==> src/rtl/core/assert_macros.svh <==
`ifndef ASSERT_MACROS_SVH
`define ASSERT_MACROS_SVH

// Checked at every rising clk edge, ignored while rst_n is low.
`define DCML_ASSERT(lbl, expr, msg) \
  lbl: assert property (@(posedge clk) disable iff (!rst_n) (expr)) else $error(msg);

// Checked at every rising clk edge, reset included.
`define DCML_ASSERT_ALWAYS(lbl, expr, msg) \
  lbl: assert property (@(posedge clk) (expr)) else $error(msg);

`endif

==> src/rtl/core/dcml_pkg.sv <==
`timescale 1ns / 1ps
`default_nettype none

package dcml_pkg;

  localparam int unsigned PERIOD    = 10;
  localparam int unsigned LOW_DUTY  = 3;
  localparam int unsigned HIGH_DUTY = 7;
  localparam int unsigned ENOUGH    = 3;
  localparam int unsigned TICK_MAX  = 127;
  localparam int unsigned EDGE_SPAN = PERIOD + 2;

  localparam int unsigned STEP_W  = 4;
  localparam int unsigned TICK_W  = 7;
  localparam int unsigned PAT_W   = 3;
  localparam int unsigned UNK_W   = 8;
  localparam int unsigned START_W = 16;

  typedef enum logic [1:0] {
    PAT_NONE,
    PAT_ACTIVE,
    PAT_INACTIVE,
    PAT_ILLEGAL
  } pat_class_t;

  // v within one of centre
  function automatic logic near_value(input logic [TICK_W-1:0] v,
                                      input logic [TICK_W-1:0] centre);
    logic [TICK_W:0] v1;
    logic [TICK_W:0] c1;
    begin
      v1 = {1'b0, v};
      c1 = {1'b0, centre};
      near_value = (v1 + 1'b1 == c1) || (v1 == c1) || (v1 == c1 + 1'b1);
    end
  endfunction

endpackage

`default_nettype wire

==> src/rtl/core/duty_cycle_mute_link.sv <==
`timescale 1ns / 1ps
`default_nettype none

// Channel   Dir  Handshake            Contents
// in_*      in   in_tvalid/in_tready   one tick: unmute_request, line_in
// out_*     out  out_tvalid/out_tready one result: line_out, unmute_cmd, mute_cmd
// cfg_*     in   cfg_wen               startup_timeout_ticks (reloads countdown)
//
// One word per clock sustained while out_tready is high; a word passes the input register, then the result register.
// The whole tick update sits between the input register and the result register.
// A stalled output holds its word; the input register keeps taking words while the
// result register can move, so the two sides are decoupled by one stage.
// rst_n is synchronous, active low; all link state returns to its idle values.

module duty_cycle_mute_link (
  input  wire logic        clk,
  input  wire logic        rst_n,
  input  wire logic        in_tvalid,
  output logic             in_tready,
  input  wire logic [7:0]  in_tdata,   // [0] unmute_request, [1] line_in, [7:2] zero
  output logic             out_tvalid,
  input  wire logic        out_tready,
  output logic [7:0]       out_tdata,  // [0] line_out, [1] unmute_cmd, [2] mute_cmd, [7:3] zero
  input  wire logic        cfg_wen,
  input  wire logic [15:0] cfg_wdata
);

  localparam logic [dcml_pkg::STEP_W-1:0] PERIOD_C =
    dcml_pkg::STEP_W'(dcml_pkg::PERIOD);
  localparam logic [dcml_pkg::STEP_W-1:0] LOW_C  = dcml_pkg::STEP_W'(dcml_pkg::LOW_DUTY);
  localparam logic [dcml_pkg::STEP_W-1:0] HIGH_C = dcml_pkg::STEP_W'(dcml_pkg::HIGH_DUTY);
  localparam logic [dcml_pkg::STEP_W-1:0] SPAN_C = dcml_pkg::STEP_W'(dcml_pkg::EDGE_SPAN);
  localparam logic [dcml_pkg::TICK_W-1:0] TMAX_C = dcml_pkg::TICK_W'(dcml_pkg::TICK_MAX);
  localparam logic [dcml_pkg::TICK_W-1:0] TLOW_C = dcml_pkg::TICK_W'(dcml_pkg::LOW_DUTY);
  localparam logic [dcml_pkg::TICK_W-1:0] THIGH_C = dcml_pkg::TICK_W'(dcml_pkg::HIGH_DUTY);
  localparam logic [dcml_pkg::PAT_W-1:0]  ENOUGH_C = dcml_pkg::PAT_W'(dcml_pkg::ENOUGH);
  localparam logic [dcml_pkg::UNK_W-1:0]  UENOUGH_C = dcml_pkg::UNK_W'(dcml_pkg::ENOUGH);

  // input register
  logic s1_valid_r;
  logic s1_req_r;
  logic s1_line_r;

  // result register
  logic out_valid_r;
  logic out_line_r;
  logic out_unmute_r;
  logic out_mute_r;

  // link state
  logic [dcml_pkg::STEP_W-1:0]  period_step_r, period_step_nxt;
  logic [dcml_pkg::STEP_W-1:0]  duty_now_r, duty_now_nxt;
  logic [dcml_pkg::STEP_W-1:0]  duty_next_r, duty_next_nxt;
  logic                         last_req_valid_r;
  logic                         last_req_r;
  logic                         last_line_valid_r;
  logic                         last_line_r;
  logic [dcml_pkg::TICK_W-1:0]  high_ticks_r, high_ticks_nxt;
  logic [dcml_pkg::TICK_W-1:0]  low_ticks_r, low_ticks_nxt;
  logic [dcml_pkg::STEP_W-1:0]  edge_timeout_r, edge_timeout_nxt;
  logic [dcml_pkg::PAT_W-1:0]   active_count_r, active_count_nxt;
  logic [dcml_pkg::PAT_W-1:0]   inactive_count_r, inactive_count_nxt;
  logic [dcml_pkg::UNK_W-1:0]   unknown_count_r, unknown_count_nxt;
  logic [dcml_pkg::START_W-1:0] countdown_r, countdown_nxt;

  logic adv;
  logic commit;
  logic tx;
  logic unmute;
  logic mute;
  dcml_pkg::pat_class_t pat;

  assign adv       = !out_valid_r || out_tready;
  assign commit    = s1_valid_r && adv;
  assign in_tready = !s1_valid_r || adv;

  assign out_tvalid = out_valid_r;
  assign out_tdata  = {5'b0, out_mute_r, out_unmute_r, out_line_r};

  always_comb begin
    logic [dcml_pkg::STEP_W-1:0] step_inc;
    logic                        is_edge;
    step_inc = period_step_r + 1'b1;

    // transmitter
    duty_next_nxt = duty_next_r;
    if (!last_req_valid_r || s1_req_r != last_req_r) begin
      duty_next_nxt = s1_req_r ? HIGH_C : LOW_C;
    end
    tx = period_step_r < duty_now_r;
    period_step_nxt = step_inc;
    duty_now_nxt    = duty_now_r;
    if (step_inc >= PERIOD_C) begin
      period_step_nxt = '0;
      duty_now_nxt    = duty_next_nxt;
    end

    // detector
    countdown_nxt = (countdown_r != '0) ? countdown_r - 1'b1 : countdown_r;

    high_ticks_nxt = high_ticks_r;
    low_ticks_nxt  = low_ticks_r;
    if (s1_line_r && high_ticks_r < TMAX_C) begin
      high_ticks_nxt = high_ticks_r + 1'b1;
    end
    if (!s1_line_r && low_ticks_r < TMAX_C) begin
      low_ticks_nxt = low_ticks_r + 1'b1;
    end

    is_edge = !last_line_valid_r || s1_line_r != last_line_r;
    pat = dcml_pkg::PAT_NONE;
    if (is_edge && s1_line_r) begin
      if (dcml_pkg::near_value(high_ticks_nxt, THIGH_C) &&
          dcml_pkg::near_value(low_ticks_nxt, TLOW_C)) begin
        pat = dcml_pkg::PAT_ACTIVE;
      end else if (dcml_pkg::near_value(high_ticks_nxt, TLOW_C) &&
                   dcml_pkg::near_value(low_ticks_nxt, THIGH_C)) begin
        pat = dcml_pkg::PAT_INACTIVE;
      end else begin
        pat = dcml_pkg::PAT_ILLEGAL;
      end
    end

    unmute             = 1'b0;
    mute               = 1'b0;
    active_count_nxt   = active_count_r;
    inactive_count_nxt = inactive_count_r;
    unknown_count_nxt  = unknown_count_r;
    edge_timeout_nxt   = is_edge ? SPAN_C : edge_timeout_r;

    case (pat)
      dcml_pkg::PAT_ACTIVE: begin
        inactive_count_nxt = '0;
        unknown_count_nxt  = '0;
        if (active_count_r < ENOUGH_C) begin
          active_count_nxt = active_count_r + 1'b1;
        end else if (active_count_r == ENOUGH_C) begin
          unmute           = 1'b1;
          active_count_nxt = active_count_r + 1'b1;
        end
      end
      dcml_pkg::PAT_INACTIVE: begin
        active_count_nxt  = '0;
        unknown_count_nxt = '0;
        if (inactive_count_r < ENOUGH_C) begin
          inactive_count_nxt = inactive_count_r + 1'b1;
        end else if (inactive_count_r == ENOUGH_C) begin
          mute               = 1'b1;
          inactive_count_nxt = inactive_count_r + 1'b1;
        end
      end
      dcml_pkg::PAT_ILLEGAL: begin
        active_count_nxt   = '0;
        inactive_count_nxt = '0;
        if (unknown_count_r < UENOUGH_C) begin
          unknown_count_nxt = unknown_count_r + 1'b1;
        end
      end
      default: begin
      end
    endcase
    if (pat != dcml_pkg::PAT_NONE) begin
      high_ticks_nxt = '0;
      low_ticks_nxt  = '0;
    end

    // no edge for a whole span
    if (edge_timeout_nxt != '0) begin
      edge_timeout_nxt = edge_timeout_nxt - 1'b1;
    end
    if (edge_timeout_nxt == '0) begin
      edge_timeout_nxt = SPAN_C;
      if (unknown_count_nxt < UENOUGH_C) begin
        unknown_count_nxt = unknown_count_nxt + 1'b1;
      end
    end

    // fallback unmute, count wraps
    if (countdown_nxt == '0 && unknown_count_nxt >= UENOUGH_C) begin
      unmute             = 1'b1;
      unknown_count_nxt  = unknown_count_nxt + 1'b1;
      active_count_nxt   = '0;
      inactive_count_nxt = '0;
    end
  end

  always_ff @(posedge clk) begin
    if (!rst_n) begin
      s1_valid_r        <= 1'b0;
      out_valid_r       <= 1'b0;
      period_step_r     <= '0;
      duty_now_r        <= LOW_C;
      duty_next_r       <= LOW_C;
      last_req_valid_r  <= 1'b0;
      last_req_r        <= 1'b0;
      last_line_valid_r <= 1'b0;
      last_line_r       <= 1'b0;
      high_ticks_r      <= '0;
      low_ticks_r       <= '0;
      edge_timeout_r    <= dcml_pkg::STEP_W'(10);
      active_count_r    <= '0;
      inactive_count_r  <= '0;
      unknown_count_r   <= '0;
      countdown_r       <= '0;
    end else begin
      if (in_tready) begin
        s1_valid_r <= in_tvalid;
      end
      if (adv) begin
        out_valid_r <= s1_valid_r;
      end
      if (commit) begin
        period_step_r     <= period_step_nxt;
        duty_now_r        <= duty_now_nxt;
        duty_next_r       <= duty_next_nxt;
        last_req_valid_r  <= 1'b1;
        last_req_r        <= s1_req_r;
        last_line_valid_r <= 1'b1;
        last_line_r       <= s1_line_r;
        high_ticks_r      <= high_ticks_nxt;
        low_ticks_r       <= low_ticks_nxt;
        edge_timeout_r    <= edge_timeout_nxt;
        active_count_r    <= active_count_nxt;
        inactive_count_r  <= inactive_count_nxt;
        unknown_count_r   <= unknown_count_nxt;
      end
      if (cfg_wen) begin
        countdown_r <= cfg_wdata;
      end else if (commit) begin
        countdown_r <= countdown_nxt;
      end
    end
  end

  always_ff @(posedge clk) begin
    if (in_tvalid && in_tready) begin
      s1_req_r  <= in_tdata[0];
      s1_line_r <= in_tdata[1];
    end
    if (commit) begin
      out_line_r   <= tx;
      out_unmute_r <= unmute;
      out_mute_r   <= mute;
    end
  end

  `include "assert_macros.svh"

  `DCML_ASSERT(a_cmd_exclusive, out_valid_r |-> !(out_unmute_r && out_mute_r), "both cmds")
  `DCML_ASSERT(a_step_range, period_step_r < PERIOD_C, "period step out of range")
  `DCML_ASSERT(a_timeout_range, edge_timeout_r != '0 && edge_timeout_r <= SPAN_C, "bad timeout")
  `DCML_ASSERT(a_pattern_one_side, active_count_r == '0 || inactive_count_r == '0, "both counts")
  `DCML_ASSERT(a_no_commit_state_hold, !commit && !cfg_wen |=> $stable(unknown_count_r), "drift")

endmodule

`default_nettype wire
==> config.mk <==
export PLATFORM = sky130hd
export DESIGN_NAME = duty_cycle_mute_link
export DESIGN_NICKNAME = d
export VERILOG_FILES = /design/src/rtl/core/dcml_pkg.sv /design/src/rtl/core/duty_cycle_mute_link.sv
export VERILOG_INCLUDE_DIRS = /design/src /design/src/rtl/core
export SDC_FILE = /design/constraint.sdc
export NUM_CORES = 1
export LEC_CHECK = 0
export BUFFER_PORTS_ARGS = -buffer_cell sky130_fd_sc_hd__buf_2
export CELL_PAD_IN_SITES_DETAIL_PLACEMENT = 1
export CELL_PAD_IN_SITES_GLOBAL_PLACEMENT = 1
export CORE_MARGIN = 2
export CORE_UTILIZATION = 35
export DETAILED_ROUTE_END_ITERATION = 8
export HOLD_SLACK_MARGIN = 0.03
export PLACE_DENSITY = 0.8
export SLEW_MARGIN = 30
export SYNTH_ARGS = -nofsm -noshare
export SYNTH_HDL_FRONTEND = slang
export SYNTH_SLANG_ARGS = --single-unit
==> constraint.sdc <==
create_clock -name clk -period 4.3 [get_ports clk]
set_clock_uncertainty 0.15 [all_clocks]
set_input_delay 0.215 -clock clk [delete_from_list [all_inputs] [get_ports clk]]
set_output_delay 0.215 -clock clk [all_outputs]
set_load 0.05 [all_outputs]
# Word level (Yosys, flattened, before mapping)
# Index checks and enable logic that the tools add are counted.
totals:
  register_bits: 70
  input_bits: 29
  output_inout_bits: 10
  word_cells: 135
op_classes:
  n_addsub: 12
  n_lt_le_gt_ge: 9
  eq_ne: 21
  n_mux: 33
  bitwise: 1
  n_reduce_logical: 39
ops:
  columns: ["operator", "n"]
  rows:
  - ["16-bit 2-to-1 mux", 3]
  - ["8-bit 2-to-1 mux", 4]
  - ["7-bit by 3-bit == test with 1-bit output, second input constant", 4]
  - ["7-bit 2-to-1 mux", 4]
  - ["8-bit by 1-bit adder with 8-bit output, second input constant", 3]
  - ["3-bit 2-to-1 mux", 7]
  - ["4-bit 2-to-1 mux", 5]
  - ["7-bit by 1-bit adder with 8-bit output, second input constant", 2]
  - ["8-bit by 2-bit == test with 1-bit output, second input constant", 2]
  - ["8-bit by 3-bit == test with 1-bit output, second input constant", 2]
  - ["16-bit logical NOT", 1]
  - ["8-bit by 2-bit less-than comparator with 1-bit output, second input constant", 2]
  - ["8-bit case mux with 2 select lines", 1]
  - ["16-bit nonzero test", 1]
  - ["16-bit by 1-bit subtractor with 16-bit output, second input constant", 1]
  - ["7-bit by 1-bit adder with 7-bit output, second input constant", 2]
  - ["7-bit by 2-bit == test with 1-bit output, second input constant", 2]
  - ["7-bit by 4-bit == test with 1-bit output, second input constant", 2]
  - ["7-bit less-than comparator, second input constant", 2]
  - ["1-bit logical OR", 12]
  - ["3-bit case mux with 2 select lines", 2]
  - ["8-bit by 2-bit >= comparator with 1-bit output, second input constant", 1]
  - ["1-bit logical AND", 8]
  - ["4-bit inequality test, second input constant", 2]
  - ["other kinds (21)", 40]

# Depth between registers and ports, before layout
# Gate-level depths: netlist of run 1.
depth:
  word_depth: 21
  mapped_depth: 22
  mapped_depth_nobuf: 19

# Worst setup path before layout of run 1
# Ideal clock, no wire load.
synth_path:
  path_type: "reg-to-reg"
  startpoint: "register low_ticks_r[0] in the netlist's numbering"
  endpoint: "register active_count_r[1] in the netlist's numbering"
  setup_time_ps: 74
  arrival_ps: 4380
  required_ps: 4076
  path_slack_ps: -304
  path_stages_with_launch: 21
  n_path_buf: 2
  period_less_slack_ps: 4604
  path_cell_list: "dfxtp_1 -> ha_1 -> nor2b_1 -> xnor2_1 -> or3b_2 -> mux2i_1 -> a21o_1 -> nand2_1 -> clkbuf_1 -> and2_1 -> ha_1 -> nor3_1 -> o21bai_1 -> xnor2_1 -> and2_1 -> ha_1 -> nand2b_1 -> o221ai_1 -> clkbuf_1 -> nand3_1 -> o21ai_0"
synth_via:
  elab_chain_cells: 21
  word_cells_on_any_way: 37
  classes_between: "add/sub (3); order compare (3); eq/ne (10); mux (9); reduce/logical (12)"
synth_rtl:
  columns: ["item", "line_no", "rtl"]
  rows:
  - ["start: declaration", "duty_cycle_mute_link.sv:59", "logic [dcml_pkg::TICK_W-1:0] low_ticks_r, low_ticks_nxt;"]
  - ["start signal: assignment", "duty_cycle_mute_link.sv:221", "low_ticks_r <= low_ticks_nxt;"]
  - ["7-bit less-than comparator", "duty_cycle_mute_link.sv:106", "if (!s1_line_r && low_ticks_r < TMAX_C) begin"]
  - ["1-bit logical AND", "duty_cycle_mute_link.sv:106", null]
  - ["7-bit 2-to-1 mux (*)", "duty_cycle_mute_link.sv:106", null]
  - ["7-bit by 1-bit adder with 8-bit output", "dcml_pkg.sv:34", "near_value = (v1 + 1'b1 == c1) || (v1 == c1) || (v1 == c1 + 1'b1);"]
  - ["8-bit by 3-bit == test with 1-bit output", "dcml_pkg.sv:34", null]
  - ["1-bit logical OR (2 in series)", "dcml_pkg.sv:34", null]
  - ["1-bit logical AND", "duty_cycle_mute_link.sv:116", "end else if (dcml_pkg::near_value(high_ticks_nxt, TLOW_C) &&"]
  - ["1-bit 2-to-1 mux", "duty_cycle_mute_link.sv:116", null]
  - ["[... 4 more ...]", null, null]
  - ["8-bit case mux with 2 select lines", "duty_cycle_mute_link.sv:131", "case (pat)"]
  - ["8-bit by 1-bit adder with 8-bit output or 8-bit by 2-bit less-than comparator with 1-bit output (tied branches)", "duty_cycle_mute_link.sv:174, duty_cycle_mute_link.sv:173", null]
  - ["8-bit 2-to-1 mux", "duty_cycle_mute_link.sv:173", "if (unknown_count_nxt < UENOUGH_C) begin"]
  - ["8-bit 2-to-1 mux", "duty_cycle_mute_link.sv:171", "if (edge_timeout_nxt == '0) begin"]
  - ["8-bit by 2-bit >= comparator with 1-bit output", "duty_cycle_mute_link.sv:179", "if (countdown_nxt == '0 && unknown_count_nxt >= UENOUGH_C) begin"]
  - ["1-bit logical AND", "duty_cycle_mute_link.sv:179", null]
  - ["4-bit inequality test (no source line) or 3-bit nonzero test (tied branches)", null, null]
  - ["3-bit AND reduction (no source line)", null, null]
  - ["end signal: assignment", "duty_cycle_mute_link.sv:223", "active_count_r <= active_count_nxt;"]
  - ["end: declaration", "duty_cycle_mute_link.sv:61", "logic [dcml_pkg::PAT_W-1:0] active_count_r, active_count_nxt;"]
# Mark *: on every way between the ends. The rest lies on a longest branch, timed or not.
# A chain may end at the register's enable or synchronous reset.

# Final worst setup path of run 1
layout_path:
  startpoint: "register s1_line_r"
  endpoint: "register inactive_count_r[2] in the netlist's numbering"
layout_via:
  elab_chain_cells: 21
  word_cells_on_any_way: 57
  classes_between: "add/sub (4); order compare (2); eq/ne (17); mux (12); reduce/logical (22)"
layout_rtl:
  columns: ["item", "line_no", "rtl"]
  rows:
  - ["start: declaration", "duty_cycle_mute_link.sv:42", "logic s1_line_r;"]
  - ["start signal: assignment", "duty_cycle_mute_link.sv:238", "s1_line_r <= in_tdata[1];"]
  - ["1-bit logical NOT", "duty_cycle_mute_link.sv:106", null]
  - ["1-bit logical AND", "duty_cycle_mute_link.sv:106", null]
  - ["7-bit 2-to-1 mux", "duty_cycle_mute_link.sv:106", null]
  - ["7-bit by 1-bit adder with 8-bit output", "dcml_pkg.sv:34", null]
  - ["8-bit by 3-bit == test with 1-bit output", "dcml_pkg.sv:34", null]
  - ["1-bit logical OR (2 in series)", "dcml_pkg.sv:34", null]
  - ["1-bit logical AND", "duty_cycle_mute_link.sv:116", null]
  - ["1-bit 2-to-1 mux", "duty_cycle_mute_link.sv:116", null]
  - ["[... 4 more ...]", null, null]
  - ["8-bit case mux with 2 select lines", "duty_cycle_mute_link.sv:131", null]
  - ["8-bit by 1-bit adder with 8-bit output or 8-bit by 2-bit less-than comparator with 1-bit output (tied branches)", "duty_cycle_mute_link.sv:174, duty_cycle_mute_link.sv:173", null]
  - ["8-bit 2-to-1 mux", "duty_cycle_mute_link.sv:173", null]
  - ["8-bit 2-to-1 mux", "duty_cycle_mute_link.sv:171", null]
  - ["8-bit by 2-bit >= comparator with 1-bit output", "duty_cycle_mute_link.sv:179", null]
  - ["1-bit logical AND", "duty_cycle_mute_link.sv:179", null]
  - ["4-bit inequality test (no source line) or 3-bit nonzero test (tied branches)", null, null]
  - ["3-bit AND reduction (no source line)", null, null]
  - ["end signal: assignment", "duty_cycle_mute_link.sv:224", "inactive_count_r <= inactive_count_nxt;"]
  - ["end: declaration", "duty_cycle_mute_link.sv:62", "logic [dcml_pkg::PAT_W-1:0] inactive_count_r, inactive_count_nxt;"]
# Several ways; a longest one is shown, not always the timed one.

==> qor.csv, run 1 <==
stage,metric,value,unit
routing,wl,12900,um
synth,ys_warn_count,0,
worst_setup_path,cp.required,4.42,ns
global_routing,antenna_found_initial,0,
synth,yosysUniqueCellTypes,69,
synth,synth_flop_cell,dfxtp_1,
clocking,clkTransAtPathRegs,0.06,ns
final_layout,final_cell_mix,"nor2_1 (79), dfxtp_1 (64), nand2_1 (59), a21oi_1 (47), buf_2 (27)",
placed_design,placed_cells,769,
final_layout,layoutNonFillerInstCount,808,
worst_setup_path,crit_type,reg -> reg,
placed_design,placed_cell_area,4840,sq um
routing,dr.pass1.iters,4,
timing,finalCritPeriodShare,96.8,%
placed_design,dp_hpwl,8660,um
routing,ant_nets,0,
floorplanning,die_area,13800,sq um
power,p_leak,0.00211,uW
timing,period_needed,4.16,ns
power,p_sw_share,27.6,%
synth,synth-seq-cells,70,
routing,drtIter0Drc,209,
synth,syn_avg_cell_area,7.67,sq um
floorplanning,initial_core_util,35.7,%
timing,tightest_slew,0.790,ns
synth,ys_seq_area_share,32.2,%
global_routing,track_usage,18.5,%
final_layout,seq_area,1450,sq um
floorplanning,coreArea,12600,sq um
final_layout,synthToLayoutAreaGrowth,21.5,%
power,power.switching,492,uW
synth,synthArstFlopShare,0,%
worst_setup_path,worstPathArrival,4.28,ns
placed_design,place.gp.congestion,0.821,
clocking,cts_root_buf,clkbuf_16,
final_layout,nets,676,
global_routing,grt_max_degree,44,
floorplanning,die_h,118,um
timing,holdWs,0.0465,ns
routing,viasPerCell,5.44,
timing,max-slew-margin-rel,47.0,%
flow_run,drv_cap,0,
final_layout,fin_area,5480,sq um
power,power.internal,1290,uW
global_routing,grt_pass1_vias,4521,
clocking,cts_tree,yes,
clocking,cts_sinks,70,
clocking,clk_latency,0.34,ns
floorplanning,fp.dieW,118,um
worst_setup_path,path_max_fanout,8,
timing,finalSetupViolations,0,
routing,via_count,4396,
placed_design,port_buffers,27,
final_layout,utilization,43.4,%
final_layout,diodes,0,
global_routing,grt-ovfl-total,0,
clocking,cts_htree_levels,3,
final_layout,multiInputGateArea,2930,sq um
global_routing,grt_pass1_wl,21300,um
worst_setup_path,crit_path_start_kind,register,
power,clockPowerShare,45.7,%
synth,synth_cells,588,
routing,drc,0,
worst_setup_path,worstSetupEndpointType,register,
timing,slew_viol_final,0,
power,vdd_drop_max,0.158,mV
power,pwr-share-comb,14.5,%
power,power_density,326,nW/um^2
synth,netlist_area,4510,sq um
routing,wl_per_cell,16.0,um
clocking,cts_buffer_depth,2,
final_layout,final_common_cell,nor2_1,
timing,hold_viol,0,
timing,fmax,240,MHz
power,pwr-share-seq,39.8,%
clocking,cts_buffers,9,
min_path,holdCritPathClass,in -> reg,
synth,synth_edf_count,5,
final_layout,fillers,1590,
final_layout,drive_above_1_share,16.5,%
floorplanning,rows,41,
outcome,status,finished clean,
floorplanning,boundaryPins,39,
routing by layer:
layer,GRT usage [%],vias to the layer above,wire [um]
met5,0,-,0
met4,8.06,0,271
met3,2.96,21,364
met2,33.2,62,6550
met1,21.8,2118,5740
li1,-,2195,-
critical path, cell delays in order, from the launching register on:
cell	delay (ns)
edfxtp_1	0.50
buf_6	0.18
and4_2	0.25
or2_2	0.30
a22oi_2	0.20
o211a_1	0.20
a21o_1	0.13
nand2_1	0.08
and2_1	0.15
ha_2	0.20
nor3_4	0.24
o21bai_2	0.11
xnor2_2	0.16
and2_4	0.17
ha_2	0.19
nand2b_1	0.15
o221ai_2	0.20
buf_6	0.18
o2111ai_2	0.13
o21ai_1	0.20
power groups by stage:
| stage | logic, uW | registers (uW) | clock network [uW] |
|---|---|---|---|
| 4_1_cts | 248 | 709 | 833 |
| 3_5_place_dp | 233 | 723 | 0 |
| 3_3_place_gp | 222 | 722 | 0 |
| 2_1_floorplan | 180 | 715 | 0 |
| 5_1_grt | 288 | 714 | 863 |
| 6_report | 259 | 710 | 816 |
stage by stage:
step           setup slack (ns)  power [uW]  TNS [ns]
5_1_grt                 -0.0723        1860    -0.261
4_1_cts                  0.0196        1790         0
6_report                  0.137        1780         0
3_3_place_gp              0.136         944         0
3_5_place_dp             -0.128         957    -0.245
2_1_floorplan           0.00580         895         0
state kept, by name, indices dropped and copies added (netlist names), 3 cells and up:
name / count
unknown_count_r: 8
duty_now_r: 4
low_ticks_r: 7
inactive_count_r: 3
countdown_r: 16
high_ticks_r: 7
period_step_r: 4
duty_next_r: 4
active_count_r: 3
edge_timeout_r: 4
cell type report:
cell class | instances | area share [%]
Tap cell | 172 | 3.93
Clock buffer | 9 | 4.11
Multi-Input combinational cell | 465 | 53.5
Timing Repair Buffer | 68 | 9.02
Inverter | 17 | 1.16
Clock inverter | 7 | 1.78
Sequential cell | 70 | 26.5
worst paths after layout:
check / from / end / slack [ns] / depth (start not counted)
max: s1_line_r$_DFFE_PP_ / inactive_count_r[2]$_SDFFE_PN0P_ / 0.14 / 19
min: cfg_wdata[13] / countdown_r[13]$_SDFFE_PN0P_ / 0.05 / 3
max reg2reg: s1_line_r$_DFFE_PP_ / inactive_count_r[2]$_SDFFE_PN0P_ / 0.14 / 19
min reg2reg: duty_next_r[1]$_SDFFE_PN1P_ / duty_next_r[1]$_SDFFE_PN1P_ / 0.30 / 1
repair_timing:
action	in CTS	in global routing
endpoints found under the hold margin	16	0
pin swaps	1	7
resized for setup	2	27
buffers inserted	2	4
gates cloned	0	1
setup endpoints to repair	10	11
hold buffers	16	0
cells by family (layout without fill, tap and decap cells):
logic type,count (synthesis),count (layout),synth area share (%)
xor gates and xnor gates,19,19,3.69
adders and majority gates,16,16,4.44
DFF,70,70,32.2
other,1,5,0.0832
and+or+nand+nor,274,274,31.5
muxes,11,11,2.47
AOI/OAI and AO/OA,140,140,20.1
buffers and inverters,57,101,5.47
synth_stat cells, drive strengths merged (7+ instances only):
cell / number / area share, %
nor2: 80 / 6.7
dfxtp: 65 / 29
nand2: 59 / 4.9
a21oi: 47 / 5.2
clkbuf: 28 / 2.3
o21ai: 27 / 3.0
nand3: 21 / 2.3
nor3: 21 / 2.6
ha: 16 / 4.4
inv: 15 / 1.2
xnor2: 14 / 2.7
buf: 12 / 1.7
nand2b: 12 / 1.7
nand4: 12 / 2.0
mux2i: 10 / 2.2
and3: 9 / 1.3
a31oi: 8 / 1.1
nor4: 8 / 1.6
and2: 7 / 0.97
nor2b: 7 / 0.97
o21a: 7 / 1.2
or3: 7 / 0.97
Note: power is estimated with default switching activity, not from simulation.
==> inputs of run 2 (changes only) <==
Settings changed: PLACE_DENSITY 0.8 to 0.77.
Clock period 4.3 ns to 5.2 ns, I/O delays scaled along.
==> run 2 against run 1 <==
Effect of this change: non-clock buffer count decreased by 18; utilization is 2.3 points lower; total power is 22% lower; register-to-register slack gained 0.31 ns; critical path depth is the same; count of clock-buffer cells in the layout increased by 2; via count is 1.1% lower.
==> qor.csv, run 2 (synthesis gave the netlist of run 1 again) <==
stage,metric,value,unit
worst_setup_path,crit_path_start_kind,register,
power,p_sw_share,27.2,%
routing,viasPerCell,5.51,
power,pwr-share-seq,42.0,%
timing,finalSetupViolations,0,
routing,wl,12300,um
timing,tightest_slew,0.564,ns
worst_setup_path,reg2reg_depth,19,
timing,setup_tns,0,ns
min_path,whs_path_depth,3,
timing,hold_viol,0,
routing,via_count,4349,
routing,dr.pass1.iters,6,
final_layout,regMostFlops,countdown_r,
global_routing,grt_max_degree,43,
clocking,cts_buffers,9,
floorplanning,die_h,118,um
final_layout,largest_reg_flops,16,
worst_setup_path,path_max_fanout,15,
min_path,holdCritPathClass,in -> reg,
power,power.internal,1020,uW
routing,drtIter0Drc,153,
clocking,cts_htree_levels,3,
clocking,cts_buffer_depth,2,
placed_design,dp_hpwl,8320,um
final_layout,nets,658,
timing,fmax,210,MHz
floorplanning,fp.dieW,118,um
power,power_density,270,nW/um^2
final_layout,synthToLayoutAreaGrowth,15.0,%
power,clockPowerShare,43.8,%
global_routing,grt_pass1_vias,4522,
floorplanning,die_area,13800,sq um
worst_setup_path,worstPathArrival,4.86,ns
timing,period_needed,4.76,ns
clocking,clkTransAtPathRegs,0.06,ns
power,p_leak,0.00200,uW
routing,ant_nets,0,
power,power.switching,380,uW
timing,finalCritPeriodShare,91.5,%
power,pwr-share-comb,14.3,%
final_layout,diodes,0,
placed_design,place.gp.congestion,0.777,
worst_setup_path,cp.required,5.30,ns
floorplanning,rows,41,
final_layout,drive_above_1_share,11.2,%
routing,drc,0,
outcome,status,finished clean,
timing,max-slew-margin-rel,62.1,%
clocking,cts_sinks,70,
timing,rsz0062_at_grt,no,
flow_run,drv_cap,0,
final_layout,largest_registers,"countdown_r x16, unknown_count_r x8",
global_routing,grt_pass1_wl,21600,um
clocking,cts_root_buf,clkbuf_16,
power,vdd_drop_max,0.146,mV
routing,wl_per_cell,15.6,um
global_routing,track_usage,18.7,%
floorplanning,coreArea,12600,sq um
global_routing,grt-ovfl-total,0,
worst_setup_path,crit_type,reg -> reg,
timing,slew_viol_final,0,
floorplanning,boundaryPins,39,
final_layout,final_cell_mix,"nor2_1 (80), dfxtp_1 (65), nand2_1 (59), a21oi_1 (47), buf_2 (27)",
timing,holdWs,0.0376,ns
final_layout,final_common_cell,nor2_1,
floorplanning,initial_core_util,35.7,%
worst_setup_path,worstSetupEndpointType,register,
clocking,cts_tree,yes,
clocking,clk_latency,0.33,ns
placed_design,port_buffers,27,
global_routing,antenna_found_initial,0,
## run 2: cell count changes in the layout (fill, tap and decap cells not counted), sizes merged
cell / delta
buf: -15
dlygate4sd3: -3
clkbuf: +2
clkinvlp: -2
bufinv: -1
## run 2: routing by layer
layer  GRT usage [%]  part of all wire [%]  vias to the layer above
li1                -                     -                     2152
met5               0                     0                        -
met1            22.6                    46                     2148
met3            2.76                   1.7                       13
met4            6.40                   1.2                        0
met2            33.8                    51                       36
## run 2: worst max-delay path, stage by stage (launching register included)
cell and delay, ns:
dfxtp_1 0.36, ha_1 0.23, nor2b_1 0.14, xnor2_1 0.34
or3b_2 0.48, mux2i_1 0.29, a21o_1 0.24, nand2_1 0.09
and2_1 0.16, ha_1 0.20, nor3_1 0.36, o21bai_1 0.14
xnor2_1 0.16, and2_1 0.18, ha_1 0.26, nand2b_1 0.17
o221ai_1 0.15, buf_4 0.23, o2111ai_1 0.16, o21ai_0 0.19
## run 2: worst paths after layout
kind,start,to,slack [ns]
max,low_ticks_r[0]$_SDFFE_PN0P_,inactive_count_r[2]$_SDFFE_PN0P_,0.44
max reg2reg,low_ticks_r[0]$_SDFFE_PN0P_,inactive_count_r[2]$_SDFFE_PN0P_,0.44
min reg2reg,duty_next_r[0]$_SDFFE_PN1P_,duty_next_r[0]$_SDFFE_PN1P_,0.30
min,cfg_wdata[15],countdown_r[15]$_SDFFE_PN0P_,0.04
## run 2: final cells by class
| type | count | area [sq um] |
|---|---|---|
| inverter | 17 | 63.8 |
| clock inverter | 4 | 46.3 |
| tap | 172 | 215 |
| sequential | 70 | 1450 |
| timing repair buffer | 50 | 340 |
| fill | 1601 | 7430 |
| multi-input combinational | 465 | 2830 |
| clock buffer | 11 | 243 |
## run 2: per-stage QoR
step | util, % | cells | power, uW | worst slack, ns | instance area (sq um)
6_report | 41.1 | 789 | 1400 | 0.444 | 5190
5_1_grt | 41.1 | 789 | 1470 | 0.0949 | 5190
4_1_cts | 41.1 | 789 | 1420 | 0.435 | 5190
3_5_place_dp | 37.8 | 761 | 789 | 0.503 | 4770
3_3_place_gp | 37.8 | 761 | 778 | 0.645 | 4770
2_1_floorplan | - | 592 | 740 | 0.596 | 4520
## run 2: repair_timing
item | 4_1_cts | 5_1_grt
endpoints found under the hold margin | 13 | 0
hold buffers | 13 | 0
buffers inserted | 0 | 0
gates resized for setup | 0 | 0
## run 2: power groups by stage
stage                     combinational [uW]  clock [uW]  sequential (uW)
final                                    199         612              587
after global routing                     223         658              591
after CTS                                200         631              587
after detailed placement                 191           0              598
after global placement                   181           0              597
after floorplan                          148           0              592
